File: config.mk
export PLATFORM = sky130hd
export DESIGN_NAME = bcpc_mac
export DESIGN_NICKNAME = d
export VERILOG_FILES = /design/src/hdl/bcpc_pkg.sv /design/src/hdl/bcpc_mac.sv
export SDC_FILE = /design/constraint.sdc
export NUM_CORES = 2
export LEC_CHECK = 0
export BUFFER_PORTS_ARGS = -buffer_cell sky130_fd_sc_hd__buf_2
export CAP_MARGIN = 30
export CELL_PAD_IN_SITES_DETAIL_PLACEMENT = 1
export CELL_PAD_IN_SITES_GLOBAL_PLACEMENT = 1
export CORE_UTILIZATION = 45
export CTS_BUF_LIST = sky130_fd_sc_hd__clkbuf_4
export DETAILED_ROUTE_END_ITERATION = 16
export PLACE_DENSITY_LB_ADDON = 0.1
export SETUP_SLACK_MARGIN = 0.02
export SLEW_MARGIN = 20
export SYNTH_ARGS = -nofsm -noshare
export SYNTH_HDL_FRONTEND = slang
export SYNTH_SLANG_ARGS = --single-unit
File: constraint.sdc
create_clock -name i_clk -period 9.61 [get_ports i_clk]
set_clock_uncertainty 0.1 [all_clocks]
set_input_delay 1.4415 -clock i_clk [delete_from_list [all_inputs] [get_ports i_clk]]
set_output_delay 1.4415 -clock i_clk [all_outputs]
set_load 0.05 [all_outputs]
File: src/hdl/bcpc_pkg.sv
`default_nettype none
package bcpc_pkg;

    localparam int ACC_W = 65;

    // Filter weights, Q16.16 of 0.3 and 0.7.
    localparam logic signed [31:0] FILT_NEW = 32'sd19661;
    localparam logic signed [31:0] FILT_OLD = 32'sd45875;

    localparam logic signed [18:0] INTEGRAL_LIMIT = 19'sd10000;
    localparam logic signed [31:0] LIFT_THRESHOLD = 32'sd5000;
    localparam logic [4:0]         COUNT_LIMIT    = 5'd20;
    localparam logic signed [26:0] LEVEL_BAND_A   = 27'sd327680;
    localparam logic signed [27:0] LEVEL_BAND_R   = 28'sd327680;

    // Configuration register indexes.
    localparam logic [2:0] REG_ANGLE_KP       = 3'd0;
    localparam logic [2:0] REG_ANGLE_KD       = 3'd1;
    localparam logic [2:0] REG_SPEED_KP       = 3'd2;
    localparam logic [2:0] REG_SPEED_KI       = 3'd3;
    localparam logic [2:0] REG_YAW_KD         = 3'd4;
    localparam logic [2:0] REG_MID_ANGLE      = 3'd5;
    localparam logic [2:0] REG_SPEED_SETPOINT = 3'd6;
    localparam logic [2:0] REG_DRIVE_LIMIT    = 3'd7;

    // Command to the shared multiply-accumulate unit.
    typedef struct packed {
        logic mul_en;
        logic acc_load;
        logic acc_add;
    } t_mac_cmd;

    // Division by 2^16 that truncates toward zero.
    function automatic logic signed [ACC_W-1:0] div_q16(input logic signed [ACC_W-1:0] x);
        logic signed [ACC_W-1:0] biased;
        biased = x + (x[ACC_W-1] ? 65'sd65535 : 65'sd0);
        return biased >>> 16;
    endfunction

    // Division by 2^32 that truncates toward zero.
    function automatic logic signed [ACC_W-1:0] div_q32(input logic signed [ACC_W-1:0] x);
        logic signed [ACC_W-1:0] biased;
        biased = x + (x[ACC_W-1] ? 65'sd4294967295 : 65'sd0);
        return biased >>> 32;
    endfunction

    // Saturation to the signed 32-bit range.
    function automatic logic signed [31:0] sat32(input logic signed [ACC_W-1:0] x);
        logic signed [31:0] r;
        if (x > 65'sd2147483647) begin
            r = 32'sh7FFF_FFFF;
        end else if (x < -65'sd2147483648) begin
            r = 32'sh8000_0000;
        end else begin
            r = x[31:0];
        end
        return r;
    endfunction

endpackage
`default_nettype wire

File: src/hdl/bcpc_mac.sv
`default_nettype none
module bcpc_mac
    import bcpc_pkg::*;
(
    input  wire logic                    i_clk,
    input  wire t_mac_cmd                i_cmd,
    input  wire logic signed [31:0]      i_a,
    input  wire logic signed [31:0]      i_b,
    output logic signed [ACC_W-1:0]      o_acc
);

    // The product is registered before it reaches the accumulator.
    logic signed [63:0]      r_prod;
    logic signed [ACC_W-1:0] r_acc;
    logic signed [ACC_W-1:0] prod_ext;

    assign prod_ext = {r_prod[63], r_prod};

    always_ff @(posedge i_clk) begin
        if (i_cmd.mul_en) begin
            r_prod <= i_a * i_b;
        end
        if (i_cmd.acc_load) begin
            r_acc <= prod_ext;
        end else if (i_cmd.acc_add) begin
            r_acc <= r_acc + prod_ext;
        end
    end

    assign o_acc = r_acc;

endmodule
`default_nettype wire

Yosys cells after proc, flatten, opt, wreduce, memory -nomap -nowiden
Index checks and enable logic that the tools add are counted.

Flip-flop bits (word level): 129. Input port bits: 68. Output and inout port bits: 65. Word-level logic and storage cells: 7.

Add/subtract/negate cells: 1. Multipliers: 1. Muxes and demuxes: 2. Reductions and logical operators: 1.

Operator list (count): two-way mux 65 bit (2); adder 65 x 64 -> 65 bit (1); multiplier 32 x 32 -> 64 bit (1); nonzero test 2 bit (1).

Logic depth before layout (Yosys ltp)
Depth in word-level cells: 3. Mapped depth: 31. Depth with buffers taken out: 29.

Least setup slack after synthesis
No wires, ideal clock.

Kind: input port to flip-flop. From: input port i_a[31]. To: register r_prod[63] (data pin). Setup time: 0.260 ns. Arrival: 8.983 ns. Data required time: 9.250 ns. Slack: 0.267 ns. Cell stages on the path: 27. Path buffers: 2. Path through: clkbuf_1 nand2_1 inv_1 fa_1 inv_1 fa_1 fa_1 inv_1 fa_1 inv_1 fa_1 inv_1 fa_1 fa_1 fa_1 ha_1 clkbuf_1 a21o_1 a21o_1 a21o_1 a21oi_1 o21bai_1 a31o_2 a311o_1 a31oi_1 o21ai_0 xnor2_1.

Cells in the longest elaborated chain, start to end: 1.

Ends and longest elaborated chain: start, declared (line bcpc_mac.sv:7) `input wire logic signed [31:0] i_a,`; multiplier 32 x 32 -> 64 bit (line bcpc_mac.sv:21) `r_prod <= i_a * i_b;`; end signal, assigned (line bcpc_mac.sv:21); end, declared (line bcpc_mac.sv:13) `logic signed [63:0] r_prod;`.

Every way passes these cells. A chain may end at the register's enable or synchronous reset.

Worst setup path in the final report
From: input port i_b[9]. To: register r_prod[63] (data pin).

Cells in the longest elaborated chain, start to end: 1.

Ends and longest elaborated chain: start, declared (line bcpc_mac.sv:8) `input wire logic signed [31:0] i_b,`; multiplier 32 x 32 -> 64 bit (line bcpc_mac.sv:21).

Every way passes these cells.

==> run summary <==
Sequential-to-total area share from yosys stat: 0.08685
Placer's final routability congestion estimate: 0.8771
Worst Setup SP: i_b[9]
Slowest CP cell: sky130_fd_sc_hd__buf_2
Count of standard-cell rows: 115
Post-synthesis average cell area: 9.343 µm²
Number of H-tree levels: 4
Count of nets after finishing: 6177
Cell area after synthesis: 0.04460 mm²
Min Tclk post-route: 8.951 ns
TritonCTS buffer count: 17
Footprint of the flip-flops and latches: 0.003874 mm²
ANT nets after route: 0
Chip Height: 316.8 µm
Commonest register cell after synthesis: sky130_fd_sc_hd__edfxtp_1
Required time of the critical path: 9.86 ns
Worst hold-check path type: reg -> reg
HPWL reported at the end of detailed placement: 112900 µm
# Max-Cap Violations: 0
Final Hold Viols: 0
Initial Util: 0.4538
Postcts setup bufs: 0
Worst flop-to-flop path startpoint: o_acc[18]$_DFFE_PP_
EDFF count, synth: 129
Met3 routing resource usage after global routing: 0.01774
Fin. max-slew vios: 0
Total global routing overflow: 0
Layer carrying the most global-route usage: met2
Final cell count without fillers: 6081
Via-per-instance ratio: 5.249
Crit-path leading delay family: adder cells
Setup TNS: 0 ns
Yosys warns: 0
Total GRT Usage: 0.2699
Top cell by count, worst path: sky130_fd_sc_hd__fa_1
Buffers from clock root to sink, at most: 2
Worst stage delay on the critical path: 0.60 ns
Unrepaired setup endpoints after global routing: no
Count of distinct cell types in the synthesized netlist: 65
Number of resized instances in the post-cts repair step: 0
Number of global-route vias before repair: 35820
Startpoint type of the worst setup path: input port
Async set or reset register ratio after synthesis: 0
Worst Path Arrival: 9.20 ns
Met2 GRT Util: 0.4662
Residual DRC count: 0
Post-CTS Hold Fix Bufs: 0
Count of state elements after synthesis: 129
Total detailed-routing wirelength: 130300 µm
Clock Pin Slew Worst Setup and Hold Paths: 0.15 ns
Kind of critical path: in -> reg
Maximum number of pins on one net before global-route repair: 94
I/O pin cnt: 133
Final setup violating endpoints: 0
Die outline area: 0.1004 mm²
Count of input and output buffers: 132
Category of the worst setup path capture point: flip-flop
Syn_nets: 6173
Area growth syn-to-layout: 5.420%
Fraction of layout instances using a drive strength above 1: 0.05990
Maximum clock rate: 111.7 MHz
Least-Margin Pin Slew: 0.9420 ns
Total instance count after detailed placement: 6046
Routed wire length per instance: 21.43 µm
Global-route wire length before repair: 209100 µm
Filler cells: 11300
1st-iter DRT viols: 1424
Clock tree from TritonCTS: yes
Initial antenna violation count: 6
Met1 usage in global routing: 0.3858
Final worst-path cycle share: 0.9315
Via count of the routed design: 31920
Critical hold path startpoint: r_prod[53]$_DFFE_PP_
Total area of multi-input combinational cells: 0.03587 mm²
Area inside the core boundary: 0.09828 mm²
Max-Slew Margin vs Limit: 0.3720
First-pass iteration count of the detailed router: 6
Count of mapped cells out of synthesis: 4774
Clock network latency to the later pin of the worst-skew pair: 0.59 ns
Die W: 316.8 µm
Critical path buffers and inverters: 6
Clock tree sinks: 129
Largest fanout on the critical path: 32
Buffer cell driving the clock tree root: sky130_fd_sc_hd__clkbuf_4
Status: completed
[cell type report]
cell class	count	area share
antenna	3	0.0001597
clock buffer	17	0.002714
clock inverter	15	0.003992
inverter	1043	0.08326
multi-input combinational	3353	0.7628
sequential	129	0.08239
tap	1287	0.03425
timing repair buffer	234	0.03039
[routing by layer]
metal	wire [µm]	vias up
li1	-	14260
met1	60410	17160
met2	65220	442
met3	3652	65
met4	1028	2
met5	13	-
[cell usage after synthesis, drive strengths merged (6+ instances only)]
cell    count  area share
o21bai     23      0.0039
a31oi       8      0.0011
nand2b     21      0.0029
edfxtp    129       0.087
o21ai     127       0.015
xnor2      85       0.017
inv      1043       0.088
buf        10      0.0011
xor2       48      0.0094
nand2     647       0.054
nand3      34      0.0038
and2      501       0.070
nand4      36      0.0050
o31ai       6      0.0010
a21o       55      0.0093
o211ai     24      0.0042
o21a       20      0.0034
clkbuf    239       0.020
nor2       94      0.0079
nor2b      14      0.0020
a21oi     157       0.018
ha        248       0.070
fa       1083        0.49
nor3       22      0.0025
a211oi     14      0.0024
and3       13      0.0018
[registers in the layout (all words and copies together) (netlist names)]
name	cells
r_prod	64
o_acc	65
[cell usage in the layout, fill, tap and decap left out, types with 17 or more instances in the layout]
| cell | Yosys | final |
|---|---|---|
| sky130_fd_sc_hd__o21bai_1 | 23 | 23 |
| sky130_fd_sc_hd__nand2b_1 | 21 | 21 |
| sky130_fd_sc_hd__o211ai_1 | 23 | 23 |
| sky130_fd_sc_hd__clkbuf_4 | 0 | 17 |
| sky130_fd_sc_hd__inv_1 | 1043 | 1043 |
| sky130_fd_sc_hd__nor2_1 | 94 | 94 |
| sky130_fd_sc_hd__nand2_1 | 647 | 647 |
| sky130_fd_sc_hd__nor3_1 | 22 | 22 |
| sky130_fd_sc_hd__ha_1 | 248 | 248 |
| sky130_fd_sc_hd__fa_1 | 1083 | 1083 |
| sky130_fd_sc_hd__o21ai_0 | 123 | 123 |
| sky130_fd_sc_hd__buf_2 | 8 | 131 |
| sky130_fd_sc_hd__a21oi_1 | 155 | 155 |
| sky130_fd_sc_hd__xnor2_1 | 85 | 85 |
| sky130_fd_sc_hd__nand4_1 | 36 | 36 |
| sky130_fd_sc_hd__o21a_1 | 20 | 20 |
| sky130_fd_sc_hd__nand3_1 | 34 | 34 |
| sky130_fd_sc_hd__a21o_1 | 55 | 55 |
| sky130_fd_sc_hd__and2_1 | 500 | 500 |
| sky130_fd_sc_hd__edfxtp_1 | 129 | 129 |
| sky130_fd_sc_hd__buf_4 | 0 | 103 |
| sky130_fd_sc_hd__xor2_1 | 48 | 48 |
[cells by family (layout without fill, tap and decap cells)]
group	count (synthesis)	in the layout	share of synthesized area
adder cells (fa/ha/maj)	1331	1331	0.5557
multiplexers	5	5	0.001262
other	0	3	0
AND/OR/NAND/NOR	1410	1410	0.1555
flip-flops	129	129	0.08685
AO/OA/AOI/OAI	474	474	0.06564
buffers and inverters	1292	1309	0.1090
XOR/XNOR	133	133	0.02612
[path summary, 6_finish.rpt]
| kind | to | slack [ns] | cells past startpoint |
|---|---|---|---|
| worst max register to register | o_acc[54]$_DFFE_PP_ | 5.49 | 11 |
| worst max-delay path | r_prod[63]$_DFFE_PP_ | 0.66 | 26 |
| worst min register to register | o_acc[53]$_DFFE_PP_ | 0.47 | 2 |
| worst min-delay path | o_acc[53]$_DFFE_PP_ | 0.47 | 2 |
[per-stage QoR]
step	hold slack, ns	setup slack (ns)	util	cell area (µm²)
floorplan	0.4281	0.2673	-	44600
global placement	0.4469	0.09999	0.4752	46700
detailed placement	0.4611	0.02558	0.4752	46700
CTS	0.4735	0.6714	0.4784	47010
global route	0.5141	0.2485	0.4784	47020
finish	0.4677	0.6587	0.4784	47020
[tightest hold or removal path: stages (launching register included)]
cell and delay [ns]:
sky130_fd_sc_hd__edfxtp_1 0.38, sky130_fd_sc_hd__nand2_1 0.05, sky130_fd_sc_hd__o21ai_0 0.06
Power is not shown: default switching activity piles up to over one toggle a cycle in this logic, so the estimate is an artifact.
