**src/hdl/bcpc_pkg.sv**
```systemverilog
`default_nettype none
package bcpc_pkg;

    localparam int ACC_W = 65;

    // Filter weights, Q16.16 of 0.3 and 0.7.
    localparam logic signed [31:0] FILT_NEW = 32'sd19661;
    localparam logic signed [31:0] FILT_OLD = 32'sd45875;

    localparam logic signed [18:0] INTEGRAL_LIMIT = 19'sd10000;
    localparam logic signed [31:0] LIFT_THRESHOLD = 32'sd5000;
    localparam logic [4:0]         COUNT_LIMIT    = 5'd20;
    localparam logic signed [26:0] LEVEL_BAND_A   = 27'sd327680;
    localparam logic signed [27:0] LEVEL_BAND_R   = 28'sd327680;

    // Configuration register indexes.
    localparam logic [2:0] REG_ANGLE_KP       = 3'd0;
    localparam logic [2:0] REG_ANGLE_KD       = 3'd1;
    localparam logic [2:0] REG_SPEED_KP       = 3'd2;
    localparam logic [2:0] REG_SPEED_KI       = 3'd3;
    localparam logic [2:0] REG_YAW_KD         = 3'd4;
    localparam logic [2:0] REG_MID_ANGLE      = 3'd5;
    localparam logic [2:0] REG_SPEED_SETPOINT = 3'd6;
    localparam logic [2:0] REG_DRIVE_LIMIT    = 3'd7;

    // Command to the shared multiply-accumulate unit.
    typedef struct packed {
        logic mul_en;
        logic acc_load;
        logic acc_add;
    } t_mac_cmd;

    // Division by 2^16 that truncates toward zero.
    function automatic logic signed [ACC_W-1:0] div_q16(input logic signed [ACC_W-1:0] x);
        logic signed [ACC_W-1:0] biased;
        biased = x + (x[ACC_W-1] ? 65'sd65535 : 65'sd0);
        return biased >>> 16;
    endfunction

    // Division by 2^32 that truncates toward zero.
    function automatic logic signed [ACC_W-1:0] div_q32(input logic signed [ACC_W-1:0] x);
        logic signed [ACC_W-1:0] biased;
        biased = x + (x[ACC_W-1] ? 65'sd4294967295 : 65'sd0);
        return biased >>> 32;
    endfunction

    // Saturation to the signed 32-bit range.
    function automatic logic signed [31:0] sat32(input logic signed [ACC_W-1:0] x);
        logic signed [31:0] r;
        if (x > 65'sd2147483647) begin
            r = 32'sh7FFF_FFFF;
        end else if (x < -65'sd2147483648) begin
            r = 32'sh8000_0000;
        end else begin
            r = x[31:0];
        end
        return r;
    endfunction

endpackage
`default_nettype wire

```
**src/hdl/bcpc_lift.sv**
```systemverilog
`default_nettype none
module bcpc_lift
    import bcpc_pkg::*;
(
    input  wire logic               i_clk,
    input  wire logic               i_rst_n,
    input  wire logic               i_step,
    input  wire logic signed [31:0] i_last_angle,
    input  wire logic signed [24:0] i_roll_q,
    input  wire logic signed [27:0] i_rrate_q,
    input  wire logic signed [24:0] i_mid_angle,
    output logic                    o_on_ground
);

    logic       r_on_ground, n_on_ground;
    logic [4:0] r_lift_count, n_lift_count;
    logic [4:0] r_settle_count, n_settle_count;
    logic       tilted;
    logic       level;
    logic signed [26:0] roll_ext;
    logic signed [26:0] mid_ext;

    assign roll_ext = {{2{i_roll_q[24]}}, i_roll_q};
    assign mid_ext  = {{2{i_mid_angle[24]}}, i_mid_angle};

    assign tilted = (i_last_angle > LIFT_THRESHOLD) || (i_last_angle < -LIFT_THRESHOLD);
    assign level  = (roll_ext < mid_ext + LEVEL_BAND_A) && (roll_ext > mid_ext - LEVEL_BAND_A)
                 && (i_rrate_q < LEVEL_BAND_R) && (i_rrate_q > -LEVEL_BAND_R);

    always_comb begin
        n_on_ground    = r_on_ground;
        n_lift_count   = r_lift_count;
        n_settle_count = r_settle_count;
        if (r_on_ground) begin
            n_lift_count = tilted ? r_lift_count + 5'd1 : 5'd0;
            if (n_lift_count > COUNT_LIMIT) begin
                n_on_ground  = 1'b0;
                n_lift_count = 5'd0;
            end
        end
        // Evaluated also in the frame that just lifted off.
        if (!n_on_ground) begin
            if (level) begin
                n_settle_count = r_settle_count + 5'd1;
            end
            if (n_settle_count > COUNT_LIMIT) begin
                n_settle_count = 5'd0;
                n_on_ground    = 1'b1;
            end
        end
    end

    always_ff @(posedge i_clk) begin
        if (!i_rst_n) begin
            r_on_ground    <= 1'b1;
            r_lift_count   <= 5'd0;
            r_settle_count <= 5'd0;
        end else if (i_step) begin
            r_on_ground    <= n_on_ground;
            r_lift_count   <= n_lift_count;
            r_settle_count <= n_settle_count;
        end
    end

    assign o_on_ground = r_on_ground;

endmodule
`default_nettype wire

```
**config.mk**
```make
export PLATFORM = sky130hd
export DESIGN_NAME = bcpc_lift
export DESIGN_NICKNAME = d
export VERILOG_FILES = /design/src/hdl/bcpc_pkg.sv /design/src/hdl/bcpc_lift.sv
export SDC_FILE = /design/constraint.sdc
export NUM_CORES = 1
export LEC_CHECK = 0
export BUFFER_PORTS_ARGS = -buffer_cell sky130_fd_sc_hd__clkbuf_2
export CAP_MARGIN = 20
export CORE_ASPECT_RATIO = 0.7
export CORE_MARGIN = 8
export CORE_UTILIZATION = 30
export DETAILED_ROUTE_END_ITERATION = 12
export SETUP_SLACK_MARGIN = 0.05
export SYNTH_ARGS = -nofsm -noshare
export SYNTH_HDL_FRONTEND = slang
export SYNTH_SLANG_ARGS = --single-unit
```
**constraint.sdc**
```tcl
create_clock -name i_clk -period 5.55 [get_ports i_clk]
set_input_delay 1.665 -clock i_clk [delete_from_list [all_inputs] [get_ports i_clk]]
set_output_delay 1.665 -clock i_clk [all_outputs]
set_load 0.005 [all_outputs]
```
# After elaboration in Yosys (flattened, before gate mapping)
# Cells that the tools add are included.
# word_totals
wordCells	31
inputBits	113
register_bits	11
out_inout_bits	1
# classes
magnitude_cmp	8
reduce_logical	6
n_addsub	4
n_bitwise	1
mux	9
# ops
cell	count
32-bit by 14-bit greater-than comparator with 1-bit output (second input constant)	1
32-bit by 14-bit < comparator with 1-bit output (second input constant)	1
28-bit by 20-bit greater-than comparator with 1-bit output (second input constant)	1
28-bit by 20-bit < comparator with 1-bit output (second input constant)	1
25-bit by 20-bit adder with 26-bit output (second input constant)	1
25-bit by 26-bit greater-than comparator with 1-bit output	1
25-bit by 26-bit < comparator with 1-bit output	1
25-bit by 20-bit subtractor with 26-bit output (second input constant)	1
5-bit 2-to-1 mux	5
5-bit by 1-bit adder with 5-bit output (second input constant)	2
5-bit greater-than comparator (second input constant)	2
1-bit 2-to-1 mux	4
2-bit AND reduction	2
1-bit logical AND	3
1-bit logical OR	1
1-bit inverter	1

# Logic depth before layout (Yosys ltp)
# logic_depth
word_depth	10
mapped_depth	16
ltp_nobuf	16

# Least setup slack after synthesis
# No wires, ideal clock.
# synth_path
kind	input -> register
from	input port i_mid_angle[19]
to	register r_settle_count[4]
setup_slack_ps	556
path_buffers	1
stages	15
setup_time_ps	116
arrival_time_ps	4879
t_required_ps	5434
cell_sequence	clkbuf_1 > nor4_1 > nor3b_1 > xnor2_1 > ha_1 > nand4_4 > nor4_4 > nand2_1 > a21o_1 > and4_4 > nor3_2 > mux2_4 > a211o_2 > nor3b_1 > a31o_1
# synth_between
elab_chain_len	9
elab_cells_between_ends	11
cone_classes	2 x add/sub; 3 x order compare; 3 x mux; 3 x reduce/logical
# synth_lines
item	line	text
start, declared	bcpc_lift.sv:11	input wire logic signed [24:0] i_mid_angle,
25-bit by 20-bit adder with 26-bit output or 25-bit by 20-bit subtractor with 26-bit output (tied branches)	bcpc_lift.sv:27	assign level = (roll_ext < mid_ext + LEVEL_BAND_A) && (roll_ext > mid_ext - LEVEL_BAND_A)
25-bit by 26-bit < comparator with 1-bit output or 25-bit by 26-bit greater-than comparator with 1-bit output (tied branches)	bcpc_lift.sv:27	
1-bit logical AND (*)	bcpc_lift.sv:27	
1-bit logical AND (*) (2 in series)	bcpc_lift.sv:28	&& (i_rrate_q < LEVEL_BAND_R) && (i_rrate_q > -LEVEL_BAND_R);
5-bit 2-to-1 mux (*)	bcpc_lift.sv:43	if (level) begin
5-bit 2-to-1 mux (*)	bcpc_lift.sv:42	if (!n_on_ground) begin
5-bit greater-than comparator	bcpc_lift.sv:46	if (n_settle_count > COUNT_LIMIT) begin
5-bit 2-to-1 mux (*)	bcpc_lift.sv:46	
end signal, assigned	bcpc_lift.sv:61	r_settle_count <= n_settle_count;
end, declared	bcpc_lift.sv:17	logic [4:0] r_settle_count, n_settle_count;
# Mark *: on every way between the ends. The rest lies on a longest branch, timed or not. The select of a mux whose other input is x is not followed.
# A chain may end at the register's enable or synchronous reset.

# Worst setup path after layout
# Ends and elaborated chain as after synthesis.

==> tab_implementation.tex <==
\begin{tabular}{lr}
\hline
Metric & Value \\
\hline
\multicolumn{2}{l}{\textbf{Status}} \\
Result of the run & completed \\
\multicolumn{2}{l}{\textbf{Detailed routing}} \\
Total via count after detailed routing & 2629 \\
Length of the first detailed-routing pass in iterations & 4 \\
Total routed wirelength & around 6500 um \\
Remaining antenna violation count & 0 \\
DRC violation count after routing & 0 \\
Wire length per cell after detailed routing & 12.54 um \\
Via count normalized by instance count & between 5 and 6 \\
First DRT Iteration DRCs & between 100 and 150 \\
\multicolumn{2}{l}{\textbf{Logic synthesis}} \\
Largest cells by area after synthesis & sky130\_fd\_sc\_hd\_\_ha\_1 (22\%), sky130\_fd\_sc\_hd\_\_dfxtp\_1 (9.9\%), sky130\_fd\_sc\_hd\_\_a21oi\_1 (5.4\%) \\
Fraction of the mapped netlist area in adder cells & between 20\% and 30\% \\
Post-synthesis sequential area ratio & approximately a tenth \\
Synthesized-area fraction occupied by ao, oa, aoi and oai cells & roughly 22\% \\
Cell count after synthesis & between 300 and 400 \\
Flip-flop cell with the highest count after synthesis & sky130\_fd\_sc\_hd\_\_dfxtp\_1 \\
Share of the synthesized area in the top cell type & a little over a fifth \\
Per-instance average area after synthesis & $\sim$7.2 um2 \\
Net count of the mapped netlist & about 460 \\
Share of flip-flops with an asynchronous set or reset after synthesis & 0\% \\
Post-synthesis mux area share & between 1.5 and 2\% \\
Synthesized cell area & $\sim$2200 um2 \\
Share of the synthesized netlist area taken by xor and xnor gates & under 10\% \\
Synthesized flop and latch total & 11 \\
Netlist cell types & 54 \\
Post-synth top area cell & sky130\_fd\_sc\_hd\_\_ha\_1 \\
Post-Synth Simple-Gate Area & 31.58\% \\
Count of flip-flops with a built-in enable after synthesis & 0 \\
Yosys warns & 0 \\
Combinational family with the most area after synthesis & simple AND/OR/NAND/NOR gates \\
\multicolumn{2}{l}{\textbf{Die}} \\
Boundary pin count & roughly 110 \\
Floorplan die area & approximately 11000 um2 \\
Number of core rows & 26 \\
Initial core utilization & roughly 30\% \\
DIE WIDTH & between 100 and 150 um \\
Placeable core region & 7254 um2 \\
Die Y & roughly 88 um \\
\multicolumn{2}{l}{\textbf{STA}} \\
Shortest period the worst path allows & slightly above 5 ns \\
Final setup vio count & 0 \\
Setup slack after layout & roughly 0.48 ns \\
Count of pins over their slew limit & 0 \\
Peak clock frequency supported by timing & about 200 MHz \\
RSZ-0062 raised after global routing & false \\
Total Negative Setup Slacks & 0 ns \\
Final Cycle Share & around 90\% \\
Final hold vios & 0 \\
Hold\_ws & 0.5543 ns \\
Relative slew slack & 65.46\% \\
Slew at the pin with the worst max-slew slack & 0.5134 ns \\
Clock skew after layout & 0.004724 ns \\
\multicolumn{2}{l}{\textbf{Pwr}} \\
Leak pwr & approximately 1.4 nW \\
Worst vdd ir & $\sim$0.056 mV \\
Cell Pwr Density & about 110 nW/um2 \\
Total chip power & 0.3191 mW \\
\multicolumn{2}{l}{\textbf{Worst hold path}} \\
Startpoint of the most critical hold path & o\_on\_ground \\
Worst hold path type & reg -> reg \\
Hold path endpoint & o\_on\_ground \\
Number of stages on the worst hold path & 1 \\
\multicolumn{2}{l}{\textbf{Clocking}} \\
Number of sinks handled by clock tree synthesis & 11 \\
Longest Clk Path Bufs & 2 \\
Count of buffers added by post-CTS timing repair for setup & 0 \\
Level count of the clock H-tree & 1 \\
Clock transition time at the flip-flop clock pins of the worst setup and hold paths & 0.04 ns \\
Number of CTS-inserted buffers & 3 \\
CTS resizes & 0 \\
Clock insertion delay at the later pin of the skew report & around 0.24 ns \\
CTS tree & done \\
Library cell used as clock root buffer & sky130\_fd\_sc\_hd\_\_clkbuf\_8 \\
Post-CTS Hold Buffers & 0 \\
\multicolumn{2}{l}{\textbf{Worst setup path}} \\
Worst Setup End Kind & flip-flop \\
Slack of the worst reg-to-reg path & between 3 and 4 ns \\
Worst path arrival time & 5.20 ns \\
Critical register-to-register path endpoint & r\_settle\_count[0] \\
Crit Path Max Fanout & 9 \\
Required time of the worst setup path & between 5 and 6 ns \\
Worst-case reg-to-reg path depth & 9 \\
Critical Path Start Type & input pin \\
Reg-to-Reg Start & r\_settle\_count[0] \\
Start-to-end type of the worst setup path & in -> reg \\
\multicolumn{2}{l}{\textbf{Global route}} \\
Pin count of the biggest net entering global routing & 11 \\
First-pass GRT wire length & between 10000 and 15000 um \\
Gr usage total & between 10\% and 20\% \\
Initial antenna violation count & 0 \\
GRT Residual Overflow & 0 \\
Vias in the first global route & about 2600 \\
\multicolumn{2}{l}{\textbf{Layout}} \\
Post-layout utilization of the core & between 40 and 50\% \\
Antenna diode count & 0 \\
Final \#Nets & $\sim$580 \\
Proportion of layout cells with a drive suffix above 1 & 30.02\% \\
Post-Layout Inst Area & 2953 um2 \\
Area growth from synthesis to layout & 32.14\% \\
Post-route insts no fill & between 500 and 600 \\
\multicolumn{2}{l}{\textbf{Place}} \\
Instance area after placement & 2908 um2 \\
DP Wirelength & 5941 um \\
Count of buffers inserted at the top-level ports & roughly 110 \\
Cell total after placement & slightly above 500 \\
Routability cong. & $\sim$0.83 \\
Pre-CTS setup slack & around 0.22 ns \\
\multicolumn{2}{l}{\textbf{Flow run}} \\
Max\_cap viols & 0 \\
\hline
\end{tabular}
-- placed cells by master, fill, tap and decap left out, drive strengths merged, types with 2 or more instances in the layout --
| master | n |
|---|---|
| a31oi | 3 |
| xor2 | 9 |
| a22oi | 2 |
| ha | 39 |
| xnor2 | 8 |
| o21bai | 2 |
| nor3 | 9 |
| clkbuf | 117 |
| nand2 | 26 |
| o21ai | 18 |
| nor3b | 3 |
| mux2i | 2 |
| and3 | 3 |
| dfxtp | 11 |
| o211ai | 2 |
| nand4 | 17 |
| a211oi | 4 |
| nor2b | 6 |
| o31ai | 2 |
| o41ai | 5 |
| nor2 | 25 |
| o31a | 2 |
| nand3 | 12 |
| inv | 31 |
| nor4 | 15 |
| a21oi | 24 |
| or3 | 3 |
| o2111ai | 2 |
| a21o | 3 |
-- flip-flops by register name, indices dropped and copies added, names as in the netlist --
name            cells
r_lift_count        5
o_on_ground         1
r_settle_count      5
-- worst max-delay path: stages --
cell	delay [ns]
sky130_fd_sc_hd__clkbuf_2	0.16
sky130_fd_sc_hd__nor4_1	0.34
sky130_fd_sc_hd__nor3b_1	0.30
sky130_fd_sc_hd__xnor2_1	0.12
sky130_fd_sc_hd__ha_1	0.34
sky130_fd_sc_hd__nand4_4	0.14
sky130_fd_sc_hd__nor4_4	0.32
sky130_fd_sc_hd__nand2_1	0.09
sky130_fd_sc_hd__a21o_1	0.18
sky130_fd_sc_hd__and4_4	0.19
sky130_fd_sc_hd__nor3_2	0.35
sky130_fd_sc_hd__mux2_4	0.33
sky130_fd_sc_hd__a211o_2	0.32
sky130_fd_sc_hd__nor3b_1	0.15
sky130_fd_sc_hd__a31o_1	0.19
-- metal layers --
layer	global-route usage [%]	share of wire, %	up-vias
met5	0	0	-
met4	1.943	0.54	0
met3	2.741	5.9	4
met2	20.84	44	77
met1	15.77	49	1154
li1	-	-	1394
-- kinds of logic after synthesis --
| logic type | count (synthesis) |
|---|---|
| adders and majority gates | 39 |
| AOI/OAI and AO/OA | 77 |
| buffers and inverters | 36 |
| xor gates and xnor gates | 17 |
| and+or+nand+nor | 127 |
| DFF | 11 |
| muxes | 3 |
-- Yosys cell counts, types with 2 or more instances --
cell type	n
sky130_fd_sc_hd__inv_1	31
sky130_fd_sc_hd__o31ai_1	2
sky130_fd_sc_hd__a31oi_1	3
sky130_fd_sc_hd__o2111ai_1	2
sky130_fd_sc_hd__o21bai_1	2
sky130_fd_sc_hd__mux2i_1	2
sky130_fd_sc_hd__nor3_1	8
sky130_fd_sc_hd__nor2b_1	6
sky130_fd_sc_hd__clkbuf_1	3
sky130_fd_sc_hd__dfxtp_1	11
sky130_fd_sc_hd__and3_1	2
sky130_fd_sc_hd__o31a_1	2
sky130_fd_sc_hd__nor3b_1	3
sky130_fd_sc_hd__nand2_1	26
sky130_fd_sc_hd__o41ai_1	4
sky130_fd_sc_hd__nor2_1	24
sky130_fd_sc_hd__a22oi_1	2
sky130_fd_sc_hd__or3_1	3
sky130_fd_sc_hd__xnor2_1	8
sky130_fd_sc_hd__o21ai_0	18
sky130_fd_sc_hd__nor4_1	14
sky130_fd_sc_hd__a21o_1	3
sky130_fd_sc_hd__nand4_1	16
sky130_fd_sc_hd__a211oi_1	4
sky130_fd_sc_hd__nand3_1	12
sky130_fd_sc_hd__ha_1	39
sky130_fd_sc_hd__a21oi_1	24
sky130_fd_sc_hd__o211ai_1	2
sky130_fd_sc_hd__xor2_1	9
-- how the worst max path moves through the flow --
stage / end / from / cells after the start / slack [ns]
after floorplan: r_settle_count[4] / i_mid_angle[19] / 15 / 0.56
after global placement: r_settle_count[4] / i_mid_angle[16] / 16 / 0.34
after detailed placement: r_settle_count[4] / i_mid_angle[16] / 16 / 0.22
after CTS: r_settle_count[4] / i_mid_angle[16] / 16 / 0.47
after global routing: r_settle_count[4] / i_mid_angle[16] / 16 / 0.15
final: r_settle_count[4] / i_mid_angle[19] / 15 / 0.48
-- area by class of cell --
class                      count  area, um2
sequential                    11      220.2
fill                         747       4302
timing repair buffer         113      565.5
tap                           98      122.6
clock buffer                   4      45.04
multi-input combinational    263       1879
inverter                      32      120.1
-- power by group --
group	internal (mW)	switching (mW)	leakage (nW)
registers	0.0803	0.00169	0.0890
clock network	0.0503	0.0286	0.0228
logic	0.0759	0.0823	1.32
total	0.207	0.113	1.43
No activity file was read; power rests on OpenSTA's default activity.
